**config.mk**
```make
export PLATFORM = sky130hd
export DESIGN_NAME = best_fit_block_allocator_top
export DESIGN_NICKNAME = d
export VERILOG_FILES = /design/src/rtl/core/bfba_pkg.sv /design/src/rtl/core/bfba_ram.sv /design/src/rtl/core/best_fit_block_allocator_top.sv
export SDC_FILE = /design/constraint.sdc
export NUM_CORES = 1
export LEC_CHECK = 0
export ABC_AREA = 1
export BUFFER_PORTS_ARGS = -buffer_cell sky130_fd_sc_hd__buf_2
export CAP_MARGIN = 40
export CORE_ASPECT_RATIO = 0.9
export CORE_UTILIZATION = 45
export DETAILED_ROUTE_END_ITERATION = 6
export PLACE_DENSITY = 0.7
export SYNTH_ARGS = -nofsm -noshare
export SYNTH_HDL_FRONTEND = slang
export SYNTH_HIERARCHICAL = 1
export SYNTH_SLANG_ARGS = --single-unit
```
**constraint.sdc**
```tcl
create_clock -name clk -period 15.8 [get_ports clk]
set_input_delay 0.79 -clock clk [delete_from_list [all_inputs] [get_ports clk]]
set_output_delay 0.79 -clock clk [all_outputs]
set_load 0.005 [all_outputs]
```
**src/rtl/core/bfba_pkg.sv**
```systemverilog
// ----------------------------------------------------------------------------
// bfba_pkg
// Shared types and codes for the best-fit block allocator.
// ----------------------------------------------------------------------------
package bfba_pkg;

	typedef logic [1:0] status_t;

	localparam status_t ST_OK    = 2'd0;
	localparam status_t ST_NOFIT = 2'd1;
	localparam status_t ST_BAD   = 2'd2;

	localparam logic OP_ALLOC = 1'b0;
	localparam logic OP_FREE  = 1'b1;

	localparam int unsigned DISK_W      = 9;
	localparam int unsigned COUNT_W     = 9;
	localparam int unsigned START_W     = 8;
	localparam logic [DISK_W-1:0] DISK_RESET = 9'd256;

endpackage

```
**src/rtl/core/bfba_ram.sv**
```systemverilog
// ----------------------------------------------------------------------------
// bfba_ram
// Generic simple dual-port RAM: one write port, one read port, registered read.
// ----------------------------------------------------------------------------
module bfba_ram #(
	parameter int unsigned WIDTH = 1,
	parameter int unsigned DEPTH = 256
) (
	input  logic                     clk,
	input  logic                     we,
	input  logic [$clog2(DEPTH)-1:0] waddr,
	input  logic [WIDTH-1:0]         wdata,
	input  logic                     re,
	input  logic [$clog2(DEPTH)-1:0] raddr,
	output logic [WIDTH-1:0]         rdata
);

	logic [WIDTH-1:0] mem [DEPTH];
	logic [WIDTH-1:0] rdata_q;

	always_ff @(posedge clk) begin
		if (we) begin
			mem[waddr] <= wdata;
		end
		if (re) begin
			rdata_q <= mem[raddr];
		end
	end

	assign rdata = rdata_q;

endmodule

```
**src/rtl/core/best_fit_block_allocator_top.sv**
```systemverilog
// ----------------------------------------------------------------------------
// best_fit_block_allocator_top
// Best-fit contiguous run allocator over a one-bit-per-block used map.
// ----------------------------------------------------------------------------
// The used map lives in a one-bit-wide RAM and is walked bit-serially, one
// block per cycle, through the RAM read port. After reset a clearing pass
// writes every entry free with in_stall high; configuration writes are
// taken during it. An allocate scans the first L blocks
// (L = min(disk_blocks, NUM_BLOCKS)), marks the chosen run used one block
// at a time and then hands over the result. A free marks its range free one
// block at a time; a rejected request goes straight to the result.
// One request is in work at a time; a new beat is taken while the previous
// result still waits on out.
// ----------------------------------------------------------------------------
module best_fit_block_allocator_top
	import bfba_pkg::*;
#(
	parameter int unsigned NUM_BLOCKS = 256
) (
	input  logic               clk,
	input  logic               arst_n,

	input  logic               cfg_wr_en,
	input  logic [DISK_W-1:0]  cfg_wr_data,

	input  logic               in_valid,
	output logic               in_stall,
	input  logic               op,
	input  logic [COUNT_W-1:0] block_count,
	input  logic [START_W-1:0] free_first,

	output logic               out_valid,
	input  logic               out_stall,
	output logic [1:0]         status,
	output logic [7:0]         run_start
);

	localparam int unsigned IDX_W = $clog2(NUM_BLOCKS);
	localparam int unsigned CNT_W = $clog2(NUM_BLOCKS + 1);

	localparam logic [2:0] S_CLEAR = 3'd0;
	localparam logic [2:0] S_IDLE  = 3'd1;
	localparam logic [2:0] S_SCAN  = 3'd2;
	localparam logic [2:0] S_WRITE = 3'd3;
	localparam logic [2:0] S_RESP  = 3'd4;

	logic [2:0]         state_q;
	logic [DISK_W-1:0]  disk_q;
	logic [CNT_W-1:0]   lim;
	logic [CNT_W-1:0]   lim_q;
	logic [COUNT_W-1:0] cnt_q;
	logic [COUNT_W-1:0] rem_q;
	logic [IDX_W-1:0]   ptr_q;
	logic               wr_val_q;

	// scan issue side
	logic [CNT_W-1:0]   scan_q;
	logic               issue_done_q;
	// scan data side, registered alongside the read data
	logic               vld_s1;
	logic               last_s1;
	logic [IDX_W-1:0]   idx_s1;

	logic [CNT_W-1:0]   cur_len_q;
	logic [IDX_W-1:0]   cur_start_q;
	logic               have_q;
	logic [CNT_W-1:0]   best_len_q;
	logic [IDX_W-1:0]   best_start_q;

	status_t            res_status_q;
	logic [IDX_W-1:0]   res_start_q;

	logic               out_valid_q;
	status_t            status_q;
	logic [7:0]         run_start_q;

	logic               ram_we;
	logic               ram_wdata;
	logic               ram_re;
	logic               ram_rdata;

	logic               in_beat;
	logic               resp_load;
	logic               blk_free;
	logic               cand;
	logic               fin_have;
	logic [IDX_W-1:0]   fin_start;
	logic               range_bad;

	always_comb begin
		if (32'(disk_q) > 32'(NUM_BLOCKS)) begin
			lim = CNT_W'(NUM_BLOCKS);
		end else begin
			lim = CNT_W'(disk_q);
		end
	end

	assign in_stall  = (state_q != S_IDLE);
	assign in_beat   = in_valid && !in_stall;
	assign range_bad = (32'(free_first) + 32'(block_count)) > 32'(lim);

	// result register loads when empty or when its beat leaves this cycle
	assign resp_load = (state_q == S_RESP) && (!out_valid_q || !out_stall);

	// run tracker: closing a run at a used block or at the end of the disk
	assign blk_free  = !last_s1 && !ram_rdata;
	assign cand      = (32'(cur_len_q) >= 32'(cnt_q)) &&
	                   (!have_q || (cur_len_q < best_len_q));
	assign fin_have  = have_q || cand;
	assign fin_start = cand ? cur_start_q : best_start_q;

	assign ram_we    = (state_q == S_CLEAR) || (state_q == S_WRITE);
	assign ram_wdata = (state_q == S_WRITE) ? wr_val_q : 1'b0;
	assign ram_re    = (state_q == S_SCAN) && !issue_done_q;

	bfba_ram #(
		.WIDTH (1),
		.DEPTH (NUM_BLOCKS)
	) u_map (
		.clk   (clk),
		.we    (ram_we),
		.waddr (ptr_q),
		.wdata (ram_wdata),
		.re    (ram_re),
		.raddr (scan_q[IDX_W-1:0]),
		.rdata (ram_rdata)
	);

	always_ff @(posedge clk or negedge arst_n) begin
		if (!arst_n) begin
			disk_q <= DISK_RESET;
		end else if (cfg_wr_en) begin
			disk_q <= cfg_wr_data;
		end
	end

	always_ff @(posedge clk or negedge arst_n) begin
		if (!arst_n) begin
			out_valid_q <= 1'b0;
		end else if (resp_load) begin
			out_valid_q <= 1'b1;
		end else if (!out_stall) begin
			out_valid_q <= 1'b0;
		end
	end

	always_ff @(posedge clk or negedge arst_n) begin
		if (!arst_n) begin
			state_q      <= S_CLEAR;
			ptr_q        <= '0;
			rem_q        <= '0;
			scan_q       <= '0;
			issue_done_q <= 1'b0;
			vld_s1       <= 1'b0;
			have_q       <= 1'b0;
			cur_len_q    <= '0;
		end else begin
			case (state_q)
				S_CLEAR: begin
					if (ptr_q == IDX_W'(NUM_BLOCKS - 1)) begin
						ptr_q   <= '0;
						state_q <= S_IDLE;
					end else begin
						ptr_q <= ptr_q + 1'b1;
					end
				end

				S_IDLE: begin
					if (in_beat) begin
						lim_q        <= lim;
						cnt_q        <= block_count;
						rem_q        <= block_count;
						res_start_q  <= '0;
						scan_q       <= '0;
						issue_done_q <= 1'b0;
						vld_s1       <= 1'b0;
						have_q       <= 1'b0;
						cur_len_q    <= '0;
						if (block_count == '0) begin
							res_status_q <= ST_BAD;
							state_q      <= S_RESP;
						end else if (op == OP_FREE) begin
							if (range_bad) begin
								res_status_q <= ST_BAD;
								state_q      <= S_RESP;
							end else begin
								res_status_q <= ST_OK;
								ptr_q        <= IDX_W'(free_first);
								wr_val_q     <= 1'b0;
								state_q      <= S_WRITE;
							end
						end else begin
							state_q <= S_SCAN;
						end
					end
				end

				S_SCAN: begin
					// the last data cycle always falls after the last issue
					if (!issue_done_q) begin
						vld_s1  <= 1'b1;
						idx_s1  <= scan_q[IDX_W-1:0];
						last_s1 <= (scan_q == lim_q);
						scan_q  <= scan_q + 1'b1;
						if (scan_q == lim_q) begin
							issue_done_q <= 1'b1;
						end
					end else begin
						vld_s1 <= 1'b0;
					end

					if (vld_s1) begin
						if (blk_free) begin
							if (cur_len_q == '0) begin
								cur_start_q <= idx_s1;
							end
							cur_len_q <= cur_len_q + 1'b1;
						end else begin
							if (cand) begin
								have_q       <= 1'b1;
								best_start_q <= cur_start_q;
								best_len_q   <= cur_len_q;
							end
							cur_len_q <= '0;
						end

						if (last_s1) begin
							if (fin_have) begin
								res_status_q <= ST_OK;
								res_start_q  <= fin_start;
								ptr_q        <= fin_start;
								wr_val_q     <= 1'b1;
								state_q      <= S_WRITE;
							end else begin
								res_status_q <= ST_NOFIT;
								state_q      <= S_RESP;
							end
						end
					end
				end

				S_WRITE: begin
					ptr_q <= ptr_q + 1'b1;
					rem_q <= rem_q - 1'b1;
					if (rem_q == COUNT_W'(1)) begin
						state_q <= S_RESP;
					end
				end

				S_RESP: begin
					if (resp_load) begin
						status_q    <= res_status_q;
						run_start_q <= 8'(res_start_q);
						state_q     <= S_IDLE;
					end
				end

				default: begin
					state_q <= S_IDLE;
				end
			endcase
		end
	end

	assign out_valid = out_valid_q;
	assign status    = status_q;
	assign run_start = run_start_q;

	// only a successful allocate reports a start block
	a_start_only_ok: assert property (@(posedge clk) disable iff (!arst_n)
		out_valid && (status != ST_OK) |-> (run_start == 8'd0))
		else $error("run_start set on a failed request");

	// no beat is taken before the clearing pass is over
	a_clear_blocks_input: assert property (@(posedge clk) disable iff (!arst_n)
		(state_q == S_CLEAR) |-> in_stall)
		else $error("input taken during clearing pass");

	// a write sweep always has blocks left to touch
	a_write_nonzero: assert property (@(posedge clk) disable iff (!arst_n)
		(state_q == S_WRITE) |-> (rem_q != '0))
		else $error("write sweep with no blocks left");

	// an accepted beat always leaves idle on the next edge
	a_beat_busy: assert property (@(posedge clk) disable iff (!arst_n)
		in_beat |=> (state_q != S_IDLE))
		else $error("accepted beat did not start work");

endmodule

```
==> out/qor.txt, run 1 <==
status: completed
depth of the CTS H-tree: 2
initial antenna violation count: 0
worst setup margin: 12.64 ns
clock sinks: 381
Final Hold Fails: 0
Seq cells post-synth: 381
DRC violations left: 0
worst min-delay path category: flip-flop to flip-flop
Hold Worst Slack: 0.4173 ns
Post-synth EDFFs: 330
Avg Synthesized Cell Area: 9.479 um2
chip height: 194.6 um
Cell variety after synth: 48
area grow syn2layout: 11.99%
setup tns final: 0 ns
Final Core Density: 0.5109
initial core utilization: 0.4562
FF-to-FF End: idx_s1[0]
Slew @ Worst Pin: 0.8849 ns
vias: 13904
pin count of the biggest net entering global routing: 94
Non-Filler Instances: 2557
Routed Antenna Nets: 0
root buffer cell: clkbuf_16
I/O pin cnt: 44
dpl ws: 12.19 ns
Fmax: 316.6 MHz
max_cap viols: 0
fin area: 20760 um2
unrepaired setup endpoints after global routing: no
max_slew headroom: 0.4101
Post-Route Skew: 0.02029 ns
r2r startpoint: state_q[0]
GRT Residual Overflow: 0
YS warnings: 6
drt initial violations: 1523
cts bufs inserted: 41
Startpoint Class: primary input
vias in the first global route: 13493
Max Root-Sink Buffers: 3
Tcrit/Tclk final: 0.1999
Net Count, Synth: 2029
dpl cell area: 19430 um2
CTS Hold Bufs: 0
WP data arrival: 3.41 ns
Final Slew Violations: 0
placed insts: 2483
Reg2Reg Depth: 5
global-route wire length before repair: 72640 um
Setup violations, final: 0
Worst VDD drop: 0.05632 mV
Async SR Flop Fraction: 0.1339
routability cong.: 0.8736
synthesized area: 18540 um2
Avg Vias per Cell: 5.438
cell leakage power: 7.941 nW
post-CTS sizing: 0
Tmin final: 3.158 ns
Rows: 70
WL final: 46010 um
Post CTS Setup Buffer Count: 0
register area share after synthesis: 0.6034
core area: 40640 um2
chip width: 216.0 um
CTS tree: done
hold path depth: 0
Crit. End Element: flip-flop
cells after synthesis: 1956
Die Area: 42020 um2
clk slew on worst S/H paths: 0.06 ns
share of cells above drive strength 1: 0.07982
Antenna diodes: 0
PD cells: 102.6 nW/um2
HP Start: idx_s1[2]
DR pass1 iterations: 6
DP HPWL: 28740 um
crit-path max FO: 4
total power: 2.130 mW
worst reg-to-reg setup slack: 12.67 ns
WS Path Type: primary input to flip-flop
critical path required time: 16.05 ns
Total Nets Final: 2059
worst skew pair latency: 0.57 ns
Total GRT Usage: 0.2207
routed length per instance: 17.99 um
ys flop type: edfxtp_1
WHS Endpoint: cur_start_q[2]
port buffer count: 43
[layout by cell type, fill, tap and decap left out, drive strengths merged, types with 2 or more instances in the layout]
master    synthesis  routed
o31ai             3       3
o21ai            39      39
nand4            16      16
nor3b             3       3
nor2            329     329
a21oi            34      34
or2               2       2
bufinv            0       4
buf              47      82
and3              2       2
dfrtp            50      50
ha               40      40
clkbuf           48      53
a31oi             3       3
nor3             14      14
xor2             12      12
inv             166     164
nand2           473     473
a221oi            2       2
clkinv            1      18
edfxtp          330     330
a22oi             3       3
nor4              7       7
o22ai             4       4
nand3b            9       9
clkinvlp          0       2
a21o              2       2
o211ai            2       2
xnor2            10      10
nand3           297     297
[report_power, final]
part | internal [mW] | total, mW | switching, mW | leakage [nW]
Clock | 0.566 | 0.960 | 0.394 | 0.646
Sequential | 1.09 | 1.09 | 0.00519 | 3.05
Combinational | 0.0291 | 0.0792 | 0.0501 | 4.24
[cells in the mapped netlist, drive strengths merged, types with 12 or more instances]
| master | count | area, um2 |
|---|---|---|
| nand2 | 473 | 1775 |
| edfxtp | 330 | 9910 |
| nor2 | 329 | 1252 |
| nand3 | 297 | 1511 |
| inv | 166 | 623.1 |
| dfrtp | 50 | 1251 |
| clkbuf | 48 | 181.4 |
| buf | 47 | 384.1 |
| ha | 40 | 500.5 |
| o21ai | 39 | 195.2 |
| a21oi | 34 | 173.9 |
| nand4 | 16 | 106.4 |
| nor3 | 14 | 86.34 |
| xor2 | 12 | 105.1 |
[logic make-up (layout without fill, tap and decap cells)]
logic type               after synthesis  count (layout)  share of synthesized area
flip-flops                           381             381                     0.6034
adder cells (fa/ha/maj)               41              41                    0.02807
AO/OA/AOI/OAI                         98              98                    0.03003
AND/OR/NAND/NOR                     1152            1152                     0.2638
buffers and inverters                262             323                    0.06431
XOR/XNOR                              22              22                    0.01039
[flip-flops by register name, indices dropped and copies added (netlist names), 9 cells and up]
signal,flops
cnt_q,9
best_len_q,9
lim_q,9
u_map/mem,256
disk_q,9
cur_len_q,9
rem_q,9
scan_q,9
[routing by layer]
layer | global-route usage | routed length (um)
met4 | 0.08320 | 1404
met2 | 0.3633 | 21590
met1 | 0.2974 | 19200
met5 | 0 | 0
met3 | 0.03036 | 3813
[final cells by class]
| class | count | area [um2] |
|---|---|---|
| clock buffers | 53 | 1122 |
| flip-flops and latches | 381 | 11190 |
| inverters | 167 | 628.1 |
| well taps | 540 | 675.6 |
| clock inverters | 21 | 210.2 |
| multi-input cells | 1313 | 6175 |
| fillers | 3668 | 19880 |
| repair buffers | 82 | 759.5 |
[worst max-delay path: stages]
cell,delay (ns)
buf_2,0.13
ha_1,0.24
fa_1,0.42
nand3_1,0.11
nand2_1,0.11
nand4_1,0.09
o211ai_1,0.10
xor2_1,0.20
ha_1,0.28
and3_1,0.21
nand2_1,0.07
nand2_1,0.04
nand2_1,0.07
nand2_1,0.12
nand2_1,0.15
nand2_1,0.07
nor3_1,0.21
[worst max path at each step]
| stage | start | end | slack [ns] | cells after the start |
|---|---|---|---|---|
| global route | block_count[2] | wr_val_q | 12.38 | 17 |
| global placement | block_count[2] | wr_val_q | 12.21 | 17 |
| floorplan | state_q[2] | u_map/mem[0] | 7.55 | 4 |
| finish | block_count[0] | wr_val_q | 12.64 | 17 |
| CTS | state_q[0] | u_map/mem[91] | 12.67 | 6 |
| detailed placement | block_count[0] | wr_val_q | 12.19 | 18 |
No activity file was read; power rests on OpenSTA's default activity.
==> inputs of run 2 (changes only) <==
==> constraint.sdc (replaced) <==
create_clock -name clk -period 2.91 [get_ports clk]
set_input_delay 0.1455 -clock clk [delete_from_list [all_inputs] [get_ports clk]]
set_output_delay 0.1455 -clock clk [all_outputs]
set_load 0.005 [all_outputs]
==> run 2 against run 1 <==
Critical path depth grew 2. Hold slack lost 0.36 ns. Final cell count grew 2.3%. Clock skew shrank 0.0037 ns. Largest cell class unchanged.
==> out/qor.txt, run 2 (synthesis gave the netlist of run 1 again) <==
initial antenna violation count: 0 (unchanged)
drt initial violations: 1625 (was 1523)
Slew @ Worst Pin: 0.6668 ns (was 0.8849 ns)
Total Nets Final: 2119 (was 2059)
largest register by flop count: u_map/mem (unchanged)
Worst VDD drop: 0.4763 mV (was 0.05632 mV)
WS Path Type: primary input to flip-flop (unchanged)
critical path required time: 3.17 ns (was 16.05 ns)
commonest non-fill, non-tap cells in the layout: nand2_1, edfxtp_1, nor2_1 (unchanged)
depth of the CTS H-tree: 2 (unchanged)
dpl ws: -0.01893 ns (was 12.19 ns)
cts bufs inserted: 41 (unchanged)
Final Core Density: 0.5220 (was 0.5109)
worst min-delay path category: primary input to asynchronous set/reset pin (was flip-flop to flip-flop)
Non-Filler Instances: 2617 (was 2557)
dpl cell area: 19410 um2 (was 19430 um2)
share of cells above drive strength 1: 0.09292 (was 0.07982)
Total GRT Usage: 0.2229 (was 0.2207)
GRT Residual Overflow: 0 (unchanged)
CTS tree: done (unchanged)
WP data arrival: 3.02 ns (was 3.41 ns)
global-route wire length before repair: 73400 um (was 72640 um)
chip height: 194.6 um (unchanged)
Die Area: 42020 um2 (unchanged)
PD cells: 540.5 nW/um2 (was 102.6 nW/um2)
routability cong.: 0.9021 (was 0.8736)
DRC violations left: 0 (unchanged)
cell leakage power: 8.121 nW (was 7.941 nW)
core area: 40640 um2 (unchanged)
vias: 14263 (was 13904)
max_cap viols: 0 (unchanged)
Tcrit/Tclk final: 0.9472
Setup violations, final: 0 (unchanged)
Final Hold Fails: 0 (unchanged)
port buffer count: 43 (unchanged)
area grow syn2layout: 14.41% (was 11.99%)
Rows: 70 (unchanged)
pin count of the biggest net entering global routing: 123 (was 94)
max FFs per register: 256 (unchanged)
Antenna diodes: 0 (unchanged)
Fmax: 362.8 MHz
max_slew headroom: 0.5544 (was 0.4101)
fin area: 21210 um2 (was 20760 um2)
Post-Route Skew: 0.01655 ns (was 0.02029 ns)
WL final: 46800 um (was 46010 um)
setup tns final: 0 ns (unchanged)
DR pass1 iterations: 7 (was 6)
routed length per instance: 17.88 um (was 17.99 um)
Max Root-Sink Buffers: 3 (unchanged)
Routed Antenna Nets: 0 (unchanged)
Crit. End Element: flip-flop (unchanged)
clk slew on worst S/H paths: 0.06 ns (about the same)
I/O pin cnt: 44 (unchanged)
Avg Vias per Cell: 5.450 (was 5.438)
Startpoint Class: primary input (unchanged)
Final Slew Violations: 0 (unchanged)
clock sinks: 381 (unchanged)
DP HPWL: 27750 um (was 28740 um)
most common cell after layout, fill and taps aside: nand2_1 (unchanged)
initial core utilization: 0.4562 (unchanged)
vias in the first global route: 13682 (was 13493)
crit-path max FO: 3 (was 4)
Reg2Reg Depth: 10 (was 5)
status: completed (unchanged)
placed insts: 2500 (was 2483)
worst setup margin: 0.1538 ns (was 12.64 ns)
chip width: 216.0 um (unchanged)
Tmin final: 2.756 ns
worst skew pair latency: 0.57 ns (about the same)
root buffer cell: clkbuf_16 (unchanged)
-- run 2: changes by cell type in the layout (fill, tap and decap cells not counted), sizes merged --
cell | before | now
inv | 164 | 168
buf | 82 | 100
bufinv | 4 | 2
clkbuf | 53 | 57
clkinvlp | 2 | 1
clkinv | 18 | 13
dlygate4sd3 | 0 | 41
nand3 | 297 | 298
-- run 2: timing repair --
item / in CTS / in global routing
hold buffers: 41 / 0
hold endpoints to repair: 52 / 0
setup buffers: 0 / 1
resized for setup: 0 / 21
setup endpoints to repair: 0 / 13
-- run 2: report_power, final --
group | total [mW] | switching [mW] | internal [mW] | leakage [nW]
Clock | 5.01 | 2.12 | 2.89 | 0.622
Sequential | 5.92 | 0.0278 | 5.89 | 3.05
Combinational | 0.529 | 0.301 | 0.228 | 4.45
Total | 11.5 | 2.45 | 9.02 | 8.12
-- run 2: metal layers --
| metal | vias to the layer above | track usage | wire [um] |
|---|---|---|---|
| li1 | 6727 | - | - |
| met1 | 6851 | 0.3042 | 19460 |
| met2 | 589 | 0.3649 | 22240 |
| met3 | 96 | 0.02613 | 3640 |
| met4 | 0 | 0.08633 | 1454 |
| met5 | - | 0 | 0 |
-- run 2: layout make-up --
cell class                      count  area (um2)
Clock buffer                       57        1126
Clock inverter                     17       155.1
Fill cell                        3634       19430
Inverter                          167       630.6
Multi-Input combinational cell   1314        6281
Sequential cell                   381       11190
Tap cell                          540       675.6
Timing Repair Buffer              141        1152
-- run 2: final timing paths --
path	slack, ns	startpoint	endpoint
worst max register to register	0.26	cur_len_q[6]	res_start_q[0]
worst max-delay path	0.15	free_first[0]	wr_val_q
worst min register to register	0.41	res_start_q[4]	run_start[4]
min in group clk	0.06	in_valid	rem_q[2]
max in group asynchronous	1.74	arst_n	scan_q[0]
worst min-delay path	0.06	arst_n	cur_len_q[2]
-- run 2: critical path: stages --
cell and delay, ns:
dlygate4sd3_1 0.54, buf_2 0.15, ha_4 0.17, fa_2 0.38, nand3_2 0.11, nand2_4 0.08, a21oi_4 0.15, o21ai_2 0.06
xor2_1 0.17, inv_1 0.07, ha_1 0.17, a21o_1 0.17, a21oi_1 0.12, nand2_1 0.07, nand2_1 0.07, nand2_2 0.07
nand2_1 0.10, nand2_1 0.06, nor3_1 0.17
-- run 2: metrics by stage --
step                hold WS, ns  total power, mW
floorplan               -0.1501            6.303
global placement         0.1103            6.459
detailed placement       0.1126            6.475
CTS                     0.01498            11.51
global route            0.05823            11.80
finish                  0.05501            11.47
==> inputs of run 3 (changes only) <==
--- a/config.mk
+++ b/config.mk
@@ -5,10 +5,11 @@
 export SDC_FILE = /design/constraint.sdc
 export NUM_CORES = 1
 export LEC_CHECK = 0
-export ABC_AREA = 1
+export ABC_AREA = 0
 export BUFFER_PORTS_ARGS = -buffer_cell sky130_fd_sc_hd__buf_2
 export CAP_MARGIN = 40
 export CORE_ASPECT_RATIO = 0.9
+export CORE_MARGIN = 2
 export CORE_UTILIZATION = 45
 export DETAILED_ROUTE_END_ITERATION = 6
 export PLACE_DENSITY = 0.7
==> run 3 against run 2 <==
Non-clock buffer count up 9. Sequential cell count unchanged. First-iteration DRC count down 7.1%. Sequential power up 18%. Critical path type unchanged. Largest power group unchanged. Highest routed layer unchanged.
==> out/qor.txt, run 3 <==
WP data arrival: 3.36 ns (was 3.02 ns)
cell leakage power: 7.135 nW (was 8.121 nW)
area grow syn2layout: 16.27% (was 14.41%)
Antenna diodes: 0 (unchanged)
largest cells by area after synthesis: edfxtp_1, dfrtp_1, nor2_1 (was edfxtp_1, nand2_1, nand3_1)
Routed Antenna Nets: 0 (unchanged)
Seq cells post-synth: 381 (unchanged)
port buffer count: 43 (unchanged)
Cell variety after synth: 71 (was 48)
# fillers: 3241 (was 3634)
Setup violations, final: 0 (unchanged)
routability cong.: 0.8893 (was 0.9021)
Reg2Reg Depth: 10 (unchanged)
max FFs per register: 256 (unchanged)
routed length on met2: 19810 um (was 22240 um)
critical path required time: 3.38 ns (was 3.17 ns)
Max Root-Sink Buffers: 3 (unchanged)
WL final: 42270 um (was 46800 um)
DR pass1 iterations: 6 (was 7)
most numerous cell in the Yosys netlist: edfxtp_1 (was nand2_1)
Worst VDD drop: 0.5036 mV (was 0.4763 mV)
Post-synth EDFFs: 330 (unchanged)
DRC violations left: 0 (unchanged)
Top Metal Used: met4 (unchanged)
share of cells above drive strength 1: 0.1756 (was 0.09292)
WS Path Type: primary input to flip-flop (unchanged)
Yosys top cell area share: 0.5630 (was 0.5345)
Post-Route Skew: 0.03034 ns (was 0.01655 ns)
cells after synthesis: 1377 (was 1956)
Fmax: 345.9 MHz (was 362.8 MHz)
unrepaired setup endpoints after global routing: yes
Tcrit/Tclk final: 0.9935 (was 0.9472)
CTS tree: done (unchanged)
Final Slew Violations: 0 (unchanged)
Die Area: 40710 um2 (was 42020 um2)
Net Count, Synth: 1450 (was 2029)
Post-synth top cells: edfxtp_1, nor2_1, nand2_1, mux2i_1, dfrtp_1 (was nand2_1, edfxtp_1, nor2_1, nand3_1, inv_1)
max_slew headroom: 0.4762 (was 0.5544)
Final Hold Fails: 0 (unchanged)
Avg Synthesized Cell Area: 12.78 um2 (was 9.479 um2)
hold path depth: 2
synthesized area: 17600 um2 (was 18540 um2)
core area: 38460 um2 (was 40640 um2)
ys flop type: edfxtp_1 (unchanged)
I/O pin cnt: 44 (unchanged)
crit-path max FO: 7 (was 3)
worst skew pair latency: 0.58 ns (was 0.57 ns)
worst min-delay path category: primary input to flip-flop (was primary input to asynchronous set/reset pin)
routed length per instance: 20.55 um (was 17.88 um)
Total Nets Final: 1574 (was 2119)
PD cells: 832.5 nW/um2 (was 540.5 nW/um2)
YS warnings: 6 (unchanged)
GRT Residual Overflow: 0 (unchanged)
register area share after synthesis: 0.6356 (was 0.6034)
Tmin final: 2.891 ns (was 2.756 ns)
Final Core Density: 0.5321 (was 0.5220)
Met3 Wirelength: 3500 um (was 3640 um)
Rows: 68 (was 70)
status: completed (unchanged)
area occupied by registers: 11190 um2 (about the same)
Non-Filler Instances: 2057 (was 2617)
drt initial violations: 1509 (was 1625)
initial core utilization: 0.4577 (was 0.4562)
cts bufs inserted: 41 (unchanged)
vias in the first global route: 11623 (was 13682)
Total GRT Usage: 0.2117 (was 0.2229)
largest register by flop count: u_map/mem (unchanged)
Startpoint Class: primary input (unchanged)
multi-input logic area: 5954 um2 (was 6281 um2)
initial antenna violation count: 0 (unchanged)
clk slew on worst S/H paths: 0.07 ns (was 0.06 ns)
commonest non-fill, non-tap cells in the layout: edfxtp_1, nor2_1, buf_4 (was nand2_1, edfxtp_1, nor2_1)
Hold Worst Slack: 0.01932 ns (was 0.05501 ns)
vias: 11772 (was 14263)
Post-Route M1 WL: 18000 um (was 19460 um)
Yosys top cell by area: edfxtp_1 (unchanged)
root buffer cell: clkbuf_16 (unchanged)
chip width: 212.5 um (was 216.0 um)
chip height: 191.6 um (was 194.6 um)
Crit. End Element: flip-flop (unchanged)
placed insts: 1955 (was 2500)
max_cap viols: 0 (unchanged)
pin count of the biggest net entering global routing: 145 (was 123)
Avg Vias per Cell: 5.723 (was 5.450)
global-route wire length before repair: 65790 um (was 73400 um)
depth of the CTS H-tree: 2 (unchanged)
Slew @ Worst Pin: 0.7835 ns (was 0.6668 ns)
DP HPWL: 26910 um (was 27750 um)
most common cell after layout, fill and taps aside: edfxtp_1 (was nand2_1)
Async SR Flop Fraction: 0.1339 (unchanged)
clock sinks: 381 (unchanged)
## run 3: final cells by class
cell class              instances  share of cell area
well taps                     525             0.03210
inverters                      46            0.008744
clock buffers                  49             0.05160
multi-input cells             881              0.2910
repair buffers                150             0.05613
clock inverters                25             0.01339
flip-flops and latches        381              0.5470
## run 3: worst paths after layout
| path | slack [ns] | start | to |
|---|---|---|---|
| max in group asynchronous | 1.33 | arst_n | state_q[0] |
| worst min-delay path | 0.02 | cfg_wr_en | disk_q[0] |
| worst min register to register | 0.39 | res_start_q[2] | run_start[2] |
| worst max-delay path | 0.02 | free_first[5] | ptr_q[4] |
| worst max register to register | 0.10 | disk_q[8] | ptr_q[4] |
| min in group asynchronous | 0.57 | arst_n | rem_q[4] |
## run 3: metal layers
metal	up-vias	global-route usage
li1	5312	-
met1	5913	0.2982
met2	468	0.3372
met3	79	0.03793
met4	0	0.06428
met5	-	0
## run 3: repair_timing
item	in CTS	in global routing
setup endpoints to repair	0	13
resized for setup	0	7
hold buffers	27	0
endpoints found under the hold margin	75	0
setup buffers	0	1
## run 3: critical path, stage by stage
cell and delay [ns]:
dlygate4sd3_1 0.54, buf_2 0.15, ha_2 0.30, a21o_1 0.17
a21oi_1 0.18, xnor2_1 0.14, ha_1 0.27, a21o_1 0.20
a211oi_2 0.27, a311oi_2 0.10, nand4b_1 0.32, a21oi_4 0.31
o211ai_1 0.14, o21a_1 0.12
## run 3: power breakdown
| part | leakage [nW] | internal (mW) | total (mW) | switching, mW |
|---|---|---|---|---|
| Clock | 0.634 | 2.91 | 5.13 | 2.22 |
| Combinational | 2.88 | 1.91 | 4.95 | 3.04 |
| Sequential | 3.62 | 6.51 | 6.96 | 0.446 |
## run 3: cell families after synthesis
kind of cell	synth area share
multiplexers	0.09462
XOR/XNOR	0.01244
buffers and inverters	0.02957
AO/OA/AOI/OAI	0.06768
flip-flops	0.6356
adder cells (fa/ha/maj)	0.02957
AND/OR/NAND/NOR	0.1305
## run 3: metrics by stage
step                      TNS [ns]  setup slack, ns  area, um2  power (mW)
final                            0          0.01885      20460       17.04
after floorplan            -0.2222         -0.08285      17640       10.25
after CTS                        0          0.04217      20430       17.01
after detailed placement    -5.440          -0.4876      18830       11.86
after global routing       -0.5275         -0.09690      20460       17.77
after global placement      -4.666          -0.4330      18830       11.74
